File: src/sv/ctd_pkg.sv
`default_nettype none

package ctd_pkg;

  localparam int DATA_W = 8;
  localparam int MAX_BODY_W = 32;
  localparam int TRAILER_W = 14;
  localparam int CFG_INDEX_W = 2;
  localparam int CFG_DATA_W = 32;
  localparam int KIND_W = 2;

  localparam logic [MAX_BODY_W-1:0] MAX_BODY_RESET = 32'd1048576;
  localparam logic [TRAILER_W-1:0] MAX_TRAILER_RESET = 14'd8192;

  localparam logic [CFG_INDEX_W-1:0] REG_MAX_BODY = 2'd0;
  localparam logic [CFG_INDEX_W-1:0] REG_MAX_TRAILER = 2'd1;

  localparam logic [KIND_W-1:0] KIND_PAYLOAD = 2'd0;
  localparam logic [KIND_W-1:0] KIND_DONE = 2'd1;
  localparam logic [KIND_W-1:0] KIND_MALFORMED = 2'd2;
  localparam logic [KIND_W-1:0] KIND_TOO_LARGE = 2'd3;

  localparam logic [DATA_W-1:0] CH_LF = 8'h0A;
  localparam logic [DATA_W-1:0] CH_CR = 8'h0D;
  localparam logic [DATA_W-1:0] CH_TAB = 8'h09;
  localparam logic [DATA_W-1:0] CH_VT = 8'h0B;
  localparam logic [DATA_W-1:0] CH_FF = 8'h0C;
  localparam logic [DATA_W-1:0] CH_SPACE = 8'h20;

  typedef struct packed {
    logic       valid;
    logic [3:0] value;
  } hex_digit_t;

  function automatic hex_digit_t hex_decode(input logic [DATA_W-1:0] b);
    hex_digit_t h;
    h.valid = 1'b1;
    h.value = 4'd0;
    if (b >= 8'h30 && b <= 8'h39) begin
      h.value = 4'(b - 8'h30);
    end else if (b >= 8'h61 && b <= 8'h66) begin
      h.value = 4'(b - 8'h57);
    end else if (b >= 8'h41 && b <= 8'h46) begin
      h.value = 4'(b - 8'h37);
    end else begin
      h.valid = 1'b0;
    end
    return h;
  endfunction

  function automatic logic is_blank(input logic [DATA_W-1:0] b);
    return b == CH_SPACE || b == CH_TAB || b == CH_VT || b == CH_FF || b == CH_CR;
  endfunction

endpackage

`default_nettype wire

File: src/sv/chunked_transfer_decoder.sv
// Chunked body decoder. Raw body bytes enter on the s_ channel, one per beat,
// with s_tuser[0] set on the first byte of a new body, which clears all
// decoding state before that byte is parsed. Decoded payload bytes and status
// beats leave on the m_ channel: m_tuser gives the kind (payload, body
// complete, malformed, too large) and m_tdata the payload byte, zero otherwise.
// Size lines, chunk CR LF and trailer lines produce no output beat.
// The two limits are written on the cfg_ channel (index 0 largest body,
// index 1 longest trailer line); the user must write them only while the
// decoder is idle, as the block does not enforce it. cfg_ready is always high.
// An accepted byte sits in the input register and is parsed into the result
// register at an edge where the result register is empty or being taken.
// One byte per cycle is sustained while m_tready is high; the single parse
// step per byte sets that rate. When the receiver stalls, the result register
// holds its beat and the input register holds one more byte, after which
// s_tready drops. Errors are sticky until a new body starts.
// Reset empties both registers, restores the limits to 1048576 and 8192
// bytes and returns the parser to the start of a size line.
`default_nettype none

module chunked_transfer_decoder #(
  parameter int SIZE_LINE_MAX = 64,
  parameter int COUNT_WIDTH = 32
) (
  input  wire logic                            clk,
  input  wire logic                            rst,
  input  wire logic                            s_tvalid,
  output logic                                 s_tready,
  input  wire logic [ctd_pkg::DATA_W-1:0]      s_tdata,   // data_byte
  input  wire logic                            s_tuser,   // new_body
  output logic                                 m_tvalid,
  input  wire logic                            m_tready,
  output logic [ctd_pkg::DATA_W-1:0]           m_tdata,   // out_byte
  output logic [ctd_pkg::KIND_W-1:0]           m_tuser,   // kind
  input  wire logic                            cfg_valid,
  output logic                                 cfg_ready,
  input  wire logic [ctd_pkg::CFG_INDEX_W-1:0] cfg_index,
  input  wire logic [ctd_pkg::CFG_DATA_W-1:0]  cfg_data
);

  localparam int CMP_W = (COUNT_WIDTH > ctd_pkg::MAX_BODY_W) ? COUNT_WIDTH
                                                             : ctd_pkg::MAX_BODY_W;
  localparam int LEN_W = ctd_pkg::TRAILER_W;

  typedef enum logic [3:0] {
    PH_SIZE_LEAD,
    PH_SIZE_NUM,
    PH_DATA,
    PH_DATA_CR,
    PH_DATA_LF,
    PH_TR_START,
    PH_TR_CR,
    PH_TR_LINE,
    PH_DONE,
    PH_ERROR
  } phase_t;

  logic [ctd_pkg::MAX_BODY_W-1:0] max_body_bytes;
  logic [ctd_pkg::TRAILER_W-1:0]  max_trailer_line;

  logic                       in_valid;
  logic [ctd_pkg::DATA_W-1:0] in_byte;
  logic                       in_new_body;

  phase_t                         phase, phase_next;
  logic [COUNT_WIDTH-1:0]         remaining_count, remaining_count_next;
  logic [COUNT_WIDTH-1:0]         size_accum, size_accum_next;
  logic                           number_ended, number_ended_next;
  logic [LEN_W-1:0]               line_length, line_length_next;
  logic [ctd_pkg::MAX_BODY_W-1:0] body_total, body_total_next;

  logic                       res_valid;
  logic [ctd_pkg::KIND_W-1:0] res_kind;
  logic [ctd_pkg::DATA_W-1:0] res_byte;

  logic advance;

  phase_t                         cur_phase;
  logic [COUNT_WIDTH-1:0]         cur_remaining;
  logic [COUNT_WIDTH-1:0]         cur_accum;
  logic                           cur_ended;
  logic [LEN_W-1:0]               cur_length;
  logic [ctd_pkg::MAX_BODY_W-1:0] cur_total;

  ctd_pkg::hex_digit_t            hex;
  logic [COUNT_WIDTH-1:0]         accum_added;
  logic [ctd_pkg::MAX_BODY_W-1:0] room;
  logic                           too_large;
  logic [LEN_W:0]                 trailer_len;
  logic                           trailer_over;
  logic [COUNT_WIDTH-1:0]         remaining_dec;

  assign advance   = in_valid && (!m_tvalid || m_tready);
  assign s_tready  = !in_valid || advance;
  assign cfg_ready = 1'b1;

  always_comb begin
    if (in_new_body) begin
      cur_phase     = PH_SIZE_LEAD;
      cur_remaining = '0;
      cur_accum     = '0;
      cur_ended     = 1'b0;
      cur_length    = '0;
      cur_total     = '0;
    end else begin
      cur_phase     = phase;
      cur_remaining = remaining_count;
      cur_accum     = size_accum;
      cur_ended     = number_ended;
      cur_length    = line_length;
      cur_total     = body_total;
    end
  end

  always_comb begin
    hex = ctd_pkg::hex_decode(in_byte);
    if (|cur_accum[COUNT_WIDTH-1 -: 4]) begin
      accum_added = '1;
    end else begin
      accum_added = {cur_accum[COUNT_WIDTH-5:0], hex.value};
    end
    room = (cur_total <= max_body_bytes) ? max_body_bytes - cur_total : '0;
    too_large = CMP_W'(cur_accum) > CMP_W'(room);
    trailer_len = {1'b0, cur_length} + (LEN_W+1)'(1);
    trailer_over = trailer_len > (LEN_W+1)'(max_trailer_line);
    remaining_dec = cur_remaining - COUNT_WIDTH'(1);
  end

  always_comb begin
    phase_next           = cur_phase;
    remaining_count_next = cur_remaining;
    size_accum_next      = cur_accum;
    number_ended_next    = cur_ended;
    line_length_next     = cur_length;
    body_total_next      = cur_total;
    res_valid            = 1'b0;
    res_kind             = ctd_pkg::KIND_PAYLOAD;
    res_byte             = '0;
    unique case (cur_phase)
      PH_SIZE_LEAD, PH_SIZE_NUM: begin
        if (cur_length >= LEN_W'(SIZE_LINE_MAX - 1)) begin
          phase_next = PH_ERROR;
          res_valid  = 1'b1;
          res_kind   = ctd_pkg::KIND_MALFORMED;
        end else if (in_byte == ctd_pkg::CH_LF) begin
          size_accum_next   = '0;
          number_ended_next = 1'b0;
          line_length_next  = '0;
          if (too_large) begin
            phase_next = PH_ERROR;
            res_valid  = 1'b1;
            res_kind   = ctd_pkg::KIND_TOO_LARGE;
          end else if (cur_accum == '0) begin
            phase_next = PH_TR_START;
          end else begin
            remaining_count_next = cur_accum;
            phase_next           = PH_DATA;
          end
        end else begin
          line_length_next = cur_length + LEN_W'(1);
          if (cur_phase == PH_SIZE_LEAD) begin
            if (!ctd_pkg::is_blank(in_byte)) begin
              phase_next = PH_SIZE_NUM;
              if (hex.valid) begin
                size_accum_next = accum_added;
              end else begin
                number_ended_next = 1'b1;
              end
            end
          end else if (!cur_ended && hex.valid) begin
            size_accum_next = accum_added;
          end else begin
            number_ended_next = 1'b1;
          end
        end
      end
      PH_DATA: begin
        body_total_next      = cur_total + ctd_pkg::MAX_BODY_W'(1);
        remaining_count_next = remaining_dec;
        if (remaining_dec == '0) begin
          phase_next = PH_DATA_CR;
        end
        res_valid = 1'b1;
        res_byte  = in_byte;
      end
      PH_DATA_CR: begin
        if (in_byte != ctd_pkg::CH_CR) begin
          phase_next = PH_ERROR;
          res_valid  = 1'b1;
          res_kind   = ctd_pkg::KIND_MALFORMED;
        end else begin
          phase_next = PH_DATA_LF;
        end
      end
      PH_DATA_LF: begin
        if (in_byte != ctd_pkg::CH_LF) begin
          phase_next = PH_ERROR;
          res_valid  = 1'b1;
          res_kind   = ctd_pkg::KIND_MALFORMED;
        end else begin
          phase_next       = PH_SIZE_LEAD;
          line_length_next = '0;
        end
      end
      PH_TR_START, PH_TR_CR, PH_TR_LINE: begin
        if (in_byte == ctd_pkg::CH_LF) begin
          line_length_next = '0;
          if (cur_phase == PH_TR_CR) begin
            phase_next = PH_DONE;
            res_valid  = 1'b1;
            res_kind   = ctd_pkg::KIND_DONE;
          end else begin
            phase_next = PH_TR_START;
          end
        end else if (trailer_over) begin
          phase_next = PH_ERROR;
          res_valid  = 1'b1;
          res_kind   = ctd_pkg::KIND_MALFORMED;
        end else begin
          line_length_next = trailer_len[LEN_W-1:0];
          if (cur_phase == PH_TR_START && in_byte == ctd_pkg::CH_CR) begin
            phase_next = PH_TR_CR;
          end else begin
            phase_next = PH_TR_LINE;
          end
        end
      end
      default: begin
      end
    endcase
  end

  always_ff @(posedge clk) begin
    if (rst) begin
      max_body_bytes   <= ctd_pkg::MAX_BODY_RESET;
      max_trailer_line <= ctd_pkg::MAX_TRAILER_RESET;
      in_valid         <= 1'b0;
      m_tvalid         <= 1'b0;
      phase            <= PH_SIZE_LEAD;
      remaining_count  <= '0;
      size_accum       <= '0;
      number_ended     <= 1'b0;
      line_length      <= '0;
      body_total       <= '0;
    end else begin
      if (cfg_valid && cfg_ready) begin
        if (cfg_index == ctd_pkg::REG_MAX_BODY) begin
          max_body_bytes <= cfg_data;
        end else if (cfg_index == ctd_pkg::REG_MAX_TRAILER) begin
          max_trailer_line <= cfg_data[ctd_pkg::TRAILER_W-1:0];
        end
      end
      if (s_tvalid && s_tready) begin
        in_valid    <= 1'b1;
        in_byte     <= s_tdata;
        in_new_body <= s_tuser;
      end else if (advance) begin
        in_valid <= 1'b0;
      end
      if (advance) begin
        phase           <= phase_next;
        remaining_count <= remaining_count_next;
        size_accum      <= size_accum_next;
        number_ended    <= number_ended_next;
        line_length     <= line_length_next;
        body_total      <= body_total_next;
      end
      if (advance && res_valid) begin
        m_tvalid <= 1'b1;
        m_tdata  <= res_byte;
        m_tuser  <= res_kind;
      end else if (m_tready) begin
        m_tvalid <= 1'b0;
      end
    end
  end

endmodule

`default_nettype wire

File: config.mk
export PLATFORM = sky130hd
export DESIGN_NAME = chunked_transfer_decoder
export DESIGN_NICKNAME = d
export VERILOG_FILES = /design/src/sv/ctd_pkg.sv /design/src/sv/chunked_transfer_decoder.sv
export SDC_FILE = /design/constraint.sdc
export NUM_CORES = 1
export LEC_CHECK = 0
export ABC_AREA = 0
export BUFFER_PORTS_ARGS = -buffer_cell sky130_fd_sc_hd__clkbuf_2
export CORE_ASPECT_RATIO = 1.25
export CORE_MARGIN = 2
export CORE_UTILIZATION = 63
export CTS_CLUSTER_SIZE = 12
export DETAILED_ROUTE_END_ITERATION = 10
export GPL_TIMING_DRIVEN = 0
export PLACE_DENSITY = 0.82
export SYNTH_ARGS = -nofsm -noshare
export SYNTH_HDL_FRONTEND = slang
export SYNTH_SLANG_ARGS = --single-unit
File: constraint.sdc
create_clock -name clk -period 8.3 [get_ports clk]
set_input_delay 0.415 -clock clk [delete_from_list [all_inputs] [get_ports clk]]
set_output_delay 0.415 -clock clk [all_outputs]
set_load 0.02 [all_outputs]
* Yosys cells after proc, flatten, opt, wreduce, memory -nomap -nowiden *
Cells that the tools add are included.

word-level totals
  flip-flop bits (word level) = 182
  output and inout port bits = 13
  word-level logic and storage cells = 156

operators by class
  add/subtract/negate cells = 8
  magnitude comparators = 10
  eq/ne operators = 16
  mux-type cells = 76
  bitwise operators = 2
  reduce and logical (&&, ||, !) cells = 30

operators by type and width
  operator                                                                           count
  32-bit 2-to-1 mux                                                                  17
  14-bit 2-to-1 mux                                                                  6
  32-bit logical NOT                                                                 2
  32-bit one-hot mux with 2 select lines                                             1
  4-bit 2-to-1 mux                                                                   15
  14-bit one-hot mux with 3 select lines                                             1
  8-bit by 4-bit equality test with 1-bit output (second input constant)             5
  32-bit by 1-bit adder with 32-bit output (second input constant)                   1
  32-bit greater-than comparator                                                     1
  32-bit less-or-equal comparator                                                    1
  32-bit by 1-bit subtractor with 32-bit output (second input constant)              1
  32-bit subtractor                                                                  1
  1-bit 2-to-1 mux                                                                   25
  4-bit one-hot mux with 5 select lines                                              1
  4-bit by 3-bit equality test with 1-bit output (second input constant)             4
  8-bit by 7-bit >= comparator with 1-bit output (second input constant)             2
  8-bit by 7-bit less-or-equal comparator with 1-bit output (second input constant)  2
  8-bit by 4-bit != test with 1-bit output (second input constant)                   2
  14-bit by 1-bit adder with 15-bit output (second input constant)                   1
  15-bit by 14-bit greater-than comparator with 1-bit output                         1
  14-bit by 1-bit adder with 14-bit output (second input constant)                   1
  14-bit by 6-bit >= comparator with 1-bit output (second input constant)            1
  2-bit 2-to-1 mux                                                                   7
  4-bit by 2-bit equality test with 1-bit output (second input constant)             2
  22 further kinds                                                                   41

* Logic depth before layout (Yosys ltp) *
  word-level depth = 12
  gate-level depth with buffers = 29
  depth with buffers taken out = 21

* Worst setup path after synthesis *
Ideal clock, no wire load.

  path kind = register -> register
  start = reg in_new_body
  end = reg m_tdata[0] (netlist bit) (enable)
  library setup time = 0.393 ns
  arrival = 6.595 ns
  data required time = 7.907 ns
  slack = 1.311 ns
  stages on the path, launching flop included = 27
  buffers on the path = 7
  period minus slack after synthesis = 6.989 ns
  cell sequence = edfxtp_1 buf_2 inv_2 clkbuf_1 clkbuf_1 clkbuf_1 buf_1 buf_1 nand2_1 ha_1 o21ai_0 o2bb2ai_1 a211o_1 a211oi_1 o21ai_1 o211ai_1 clkbuf_1 o2111ai_1 ha_1 nand4_1 nor3_1 a21oi_1 a21oi_1 o211ai_1 nand3b_1 a31oi_1 a211oi_1

between the ends
  cells in the longest elaborated chain, start to end = 10

ends and longest elaborated chain
  what                                                                  line                             RTL
  start, declared                                                       chunked_transfer_decoder.sv:62   logic in_new_body;
  start signal, assigned                                                chunked_transfer_decoder.sv:255  in_new_body <= s_tuser;
  32-bit 2-to-1 mux                                                     chunked_transfer_decoder.sv:97   if (in_new_body) begin
  32-bit subtractor or 32-bit less-or-equal comparator (tied branches)  chunked_transfer_decoder.sv:121  room = (cur_total <= max_body_bytes) ? max_body_bytes - cur_total : '0;
  32-bit 2-to-1 mux                                                     chunked_transfer_decoder.sv:121
  32-bit greater-than comparator                                        chunked_transfer_decoder.sv:122  too_large = CMP_W'(cur_accum) > CMP_W'(room);
  1-bit 2-to-1 mux                                                      chunked_transfer_decoder.sv:148  if (too_large) begin
  1-bit 2-to-1 mux                                                      chunked_transfer_decoder.sv:144  end else if (in_byte == ctd_pkg::CH_LF) begin
  1-bit 2-to-1 mux                                                      chunked_transfer_decoder.sv:140  if (cur_length >= LEN_W'(SIZE_LINE_MAX - 1)) begin
  1-bit one-hot mux with 5 select lines (*)                             chunked_transfer_decoder.sv:138  unique case (cur_phase)
  1-bit logical AND (*)                                                 chunked_transfer_decoder.sv:267  if (advance && res_valid) begin
  2-bit AND reduction (no source line) (*)                              n/a
  end signal, assigned                                                  chunked_transfer_decoder.sv:269  m_tdata <= res_byte;
  end, declared                                                         chunked_transfer_decoder.sv:32   output logic [ctd_pkg::DATA_W-1:0] m_tdata,

Every way passes the cells marked *; elsewhere a longest branch is shown, timed or not.
A chain may end at the register's enable or synchronous reset.

* Worst setup path in the final report *
  start = reg in_new_body
  end = reg phase[0]

between the ends
  cells in the longest elaborated chain, start to end = 8

ends and longest elaborated chain
  what                                                                  line                             RTL
  32-bit 2-to-1 mux                                                     chunked_transfer_decoder.sv:97
  32-bit subtractor or 32-bit less-or-equal comparator (tied branches)  chunked_transfer_decoder.sv:121
  32-bit 2-to-1 mux                                                     chunked_transfer_decoder.sv:121
  32-bit greater-than comparator                                        chunked_transfer_decoder.sv:122
  4-bit 2-to-1 mux                                                      chunked_transfer_decoder.sv:148
  4-bit 2-to-1 mux                                                      chunked_transfer_decoder.sv:144
  4-bit 2-to-1 mux                                                      chunked_transfer_decoder.sv:140
  4-bit one-hot mux with 5 select lines (*)                             chunked_transfer_decoder.sv:138
  end signal, assigned                                                  chunked_transfer_decoder.sv:260  phase <= phase_next;
  end, declared                                                         chunked_transfer_decoder.sv:64   phase_t phase, phase_next;

Marked as above.

==> summary.md <==
| Metric | Value |
|---|---|
| Antenna Violating Nets Remaining | 0 |
| Period utilization | 96.0% |
| Area leader, netlist | dfxtp_1 |
| Detail-routed net length per standard cell | 20.4 um |
| Global Route met2 Usage | 66.9% |
| First-pass GRT wire length | 69500 um |
| Post-synth cell types | 92 |
| Die span in x | about 130 um |
| Run status | complete, no violations |
| Synthesis Warnings | 0 |
| DRT Wirelength | 43700 um |
| Sequential share of the synthesized area | 29.2% |
| Clock buffer count from CTS | 17 |
| Initial antenna violation count | 0 |
| IO Port Bufs | 58 |
| CTS Root Cell | clkbuf_16 |
| Core Util, Final | 69.7% |
| Synth top area cells | dfxtp_1 25%, nand2_1 8.9%, ha_1 8.2%, a21oi_1 5.9%, nor2_1 5.0% |
| GR Util met3 | about 8.6% |
| Starting Density | 63.6% |
| CP max FO | 19 |
| Fraction of power spent switching nets | 32.7% |
| Via/cell ratio | 6.54 |
| Post-synth ARST share | 0% |
| CP peak stage delay | 0.58 ns |
| CP Capture Type | flip-flop |
| Dpl ws | -2.29 ns |
| Die height | 165 um |
| Mapped Area | 13100 sq um |
| Syn Inst Count | 1777 |
| VDD IR-drop max | 0.147 mV |
| Switch Pwr | 0.000707 W |
| Max-cap viol count | 0 |
| Clk Latency, worst-skew pair | approximately 0.46 ns |
| Yosys top cell area share | 24.8% |
| # fillers | 1825 |
| Grt met1 use | 45.4% |
| Slew headroom | 23.9% |
| Post-synth EDFFs | 19 |
| Placeable Area | a little over 20000 sq um |
| Flops & latches, synth | 182 |
| Avg Inst Size Synth | 7.39 sq um |
| Final setup TNS | 0 ns |
| Critical path launch point type | flip-flop |
| Critical-path top delay cell | or4_1 |
| Critical Path RT | 8.59 ns |
| Total global routing overflow | 0 |
| Final setup viols | 0 |
| Clock Path Buffers | 2 |
| Worst-Margin Slew | 1.13 ns |
| Final Cell Area | 14400 sq um |
| Combinational power share | 18.7% |
| Sequential share of power | roughly 42% |
| Dpl cell area | ~14000 sq um |
| Min-Delay Path Class | input pin to flip-flop |
| DRC viols | 0 |
| Kind of critical path | flip-flop to flip-flop |
| Io pins | 61 |
| Row count | 59 |
| Internal power | between 0.001 and 0.0015 W |
| H-tree levels | 4 |
| DPL Wire Length | 33300 um |
| CTS sink cnt | approximately 180 |
| Total track usage | 40.0% |
| Worst-path clk slew | about 0.09 ns |
| Layout area overhead | 9.70% |
| Crit path buf inv count | 9 |
| Leakage power total | 5.42 nW |
| Worst Setup Slack, final | 0.331 ns |
| Minimum clock period | 7.97 ns |
| GR peak layer | met2 |
| Critical Path AT | 8.26 ns |
| Via count | 14.0k |
| Synthesized Nets | 1912 |
| First-pass detailed-route iteration total | 7 |
| Delay-heaviest family, CP | compound AO/OA/AOI/OAI gates |
| PD cells | around 150 nW/um^2 |
| Share of cells above drive strength 1 | between 7 and 8% |
| Share of power burned in the clock network | 39.0% |
| Clock Skew | around 0.024 ns |
| Diodes inserted | 0 |
| GPL Wtd Cong | 1.03 |
| RSZ-0062 raised after global routing | false |
| Cts hold-fix bufs | 0 |
| Vias in the first global route | 13.4k |
| Initial drt markers | roughly 1.4k |
| Largest net degree at the start of global routing | 21 |
| CTS tree | built |
| Synth Flop Type | dfxtp_1 |
| Die ar. | roughly 22000 sq um |
| Final Max Tran Viols | 0 |
| Hold_ws | approximately 0.13 ns |
| Layout Nets | 1986 |
| Final Hold Vio Count | 0 |
| FMAX | 0.125 GHz |
[worst paths after layout]
path                                      startpoint              endpoint  slack [ns]  cells after the start
worst min-delay path                      s_tdata[1]            in_byte[1]        0.13                      1
worst max-delay path                     in_new_body              phase[0]        0.33                     28
worst min register to register  max_trailer_line[11]  max_trailer_line[11]        0.46                      2
worst max register to register           in_new_body              phase[0]        0.33                     28
[power groups by stage]
stage,Combinational [W],Clock [W],Sequential [W]
floorplan,0.000280,0,0.000927
global placement,0.000378,0,0.000931
detailed placement,0.000386,0,0.000931
CTS,0.000393,0.000836,0.000911
global route,0.000444,0.000879,0.000913
finish,0.000404,0.000842,0.000911
[synthesized netlist by cell type, types with 21 or more instances]
master	count
xor2_1	33
xnor2_1	41
nand4_1	31
a21oi_1	155
a22oi_1	25
nor4_1	28
clkbuf_1	75
o21ai_0	66
dfxtp_1	163
nor2b_1	52
inv_1	38
ha_1	86
o21ai_1	45
nor3_1	47
and3_1	21
nand2_1	311
nand3_1	54
nor2_1	176
[area by class of cell]
type / count / area [sq um] / share of cell area, %
Buffer: 97 / 410 / 2.85
Clock buffer: 17 / 425 / 2.95
Clock inverter: 15 / 171 / 1.19
Inverter: 40 / 150 / 1.04
Multi-Input combinational cell: 1453 / 8770 / 60.9
Sequential cell: 182 / 3830 / 26.6
Tap cell: 274 / 343 / 2.38
Timing Repair Buffer: 60 / 305 / 2.12
[state kept, by name (all words and copies together) (netlist names), 8 cells and up]
signal,count
remaining_count,32
max_body_bytes,32
m_tdata,8
size_accum,32
max_trailer_line,14
body_total,32
in_byte,8
line_length,14
[metrics by stage]
stage          cells  total power [W]
3_3_place_gp    2109          0.00131
5_1_grt         2138          0.00224
4_1_cts         2141          0.00214
3_5_place_dp    2109          0.00132
6_report        2138          0.00216
2_1_floorplan   1777          0.00121
[cells in the final DEF, fill, tap and decap left out, types with 45 or more instances in the layout]
cell type  instances
nand2_1          311
clkbuf_1          71
a21oi_1          155
nor3_1            46
nor2_1           176
nor2b_1           52
nand3_1           54
ha_1              86
o21ai_1           45
dfxtp_1          163
o21ai_0           66
clkbuf_2          61
[layer usage]
layer / part of all wire, % / up-vias
met4: 7.5 / 0
met3: 8.4 / 225
met2: 46 / 735
li1: - / 6574
met5: 0 / -
met1: 38 / 6451
[cell families (layout without fill, tap and decap cells)]
logic type               count (synthesis)  count (layout)  synth area share (%)
AND/OR/NAND/NOR                        813             813                  29.9
AO/OA/AOI/OAI                          474             474                  23.0
flip-flops                             182             182                  29.2
buffers and inverters                  142             229                  4.27
adder cells (fa/ha/maj)                 87              87                  8.34
XOR/XNOR                                74              74                  4.93
multiplexers                             4               4                 0.324
other                                    1               1                0.0285
[what timing repair did]
item / in CTS / in global routing
resized for setup: 10 / 9
setup buffers: 2 / 0
endpoints found under the setup margin: 49 / 47
pin swaps: 1 / 1
Note: power is estimated with default switching activity, not from simulation.
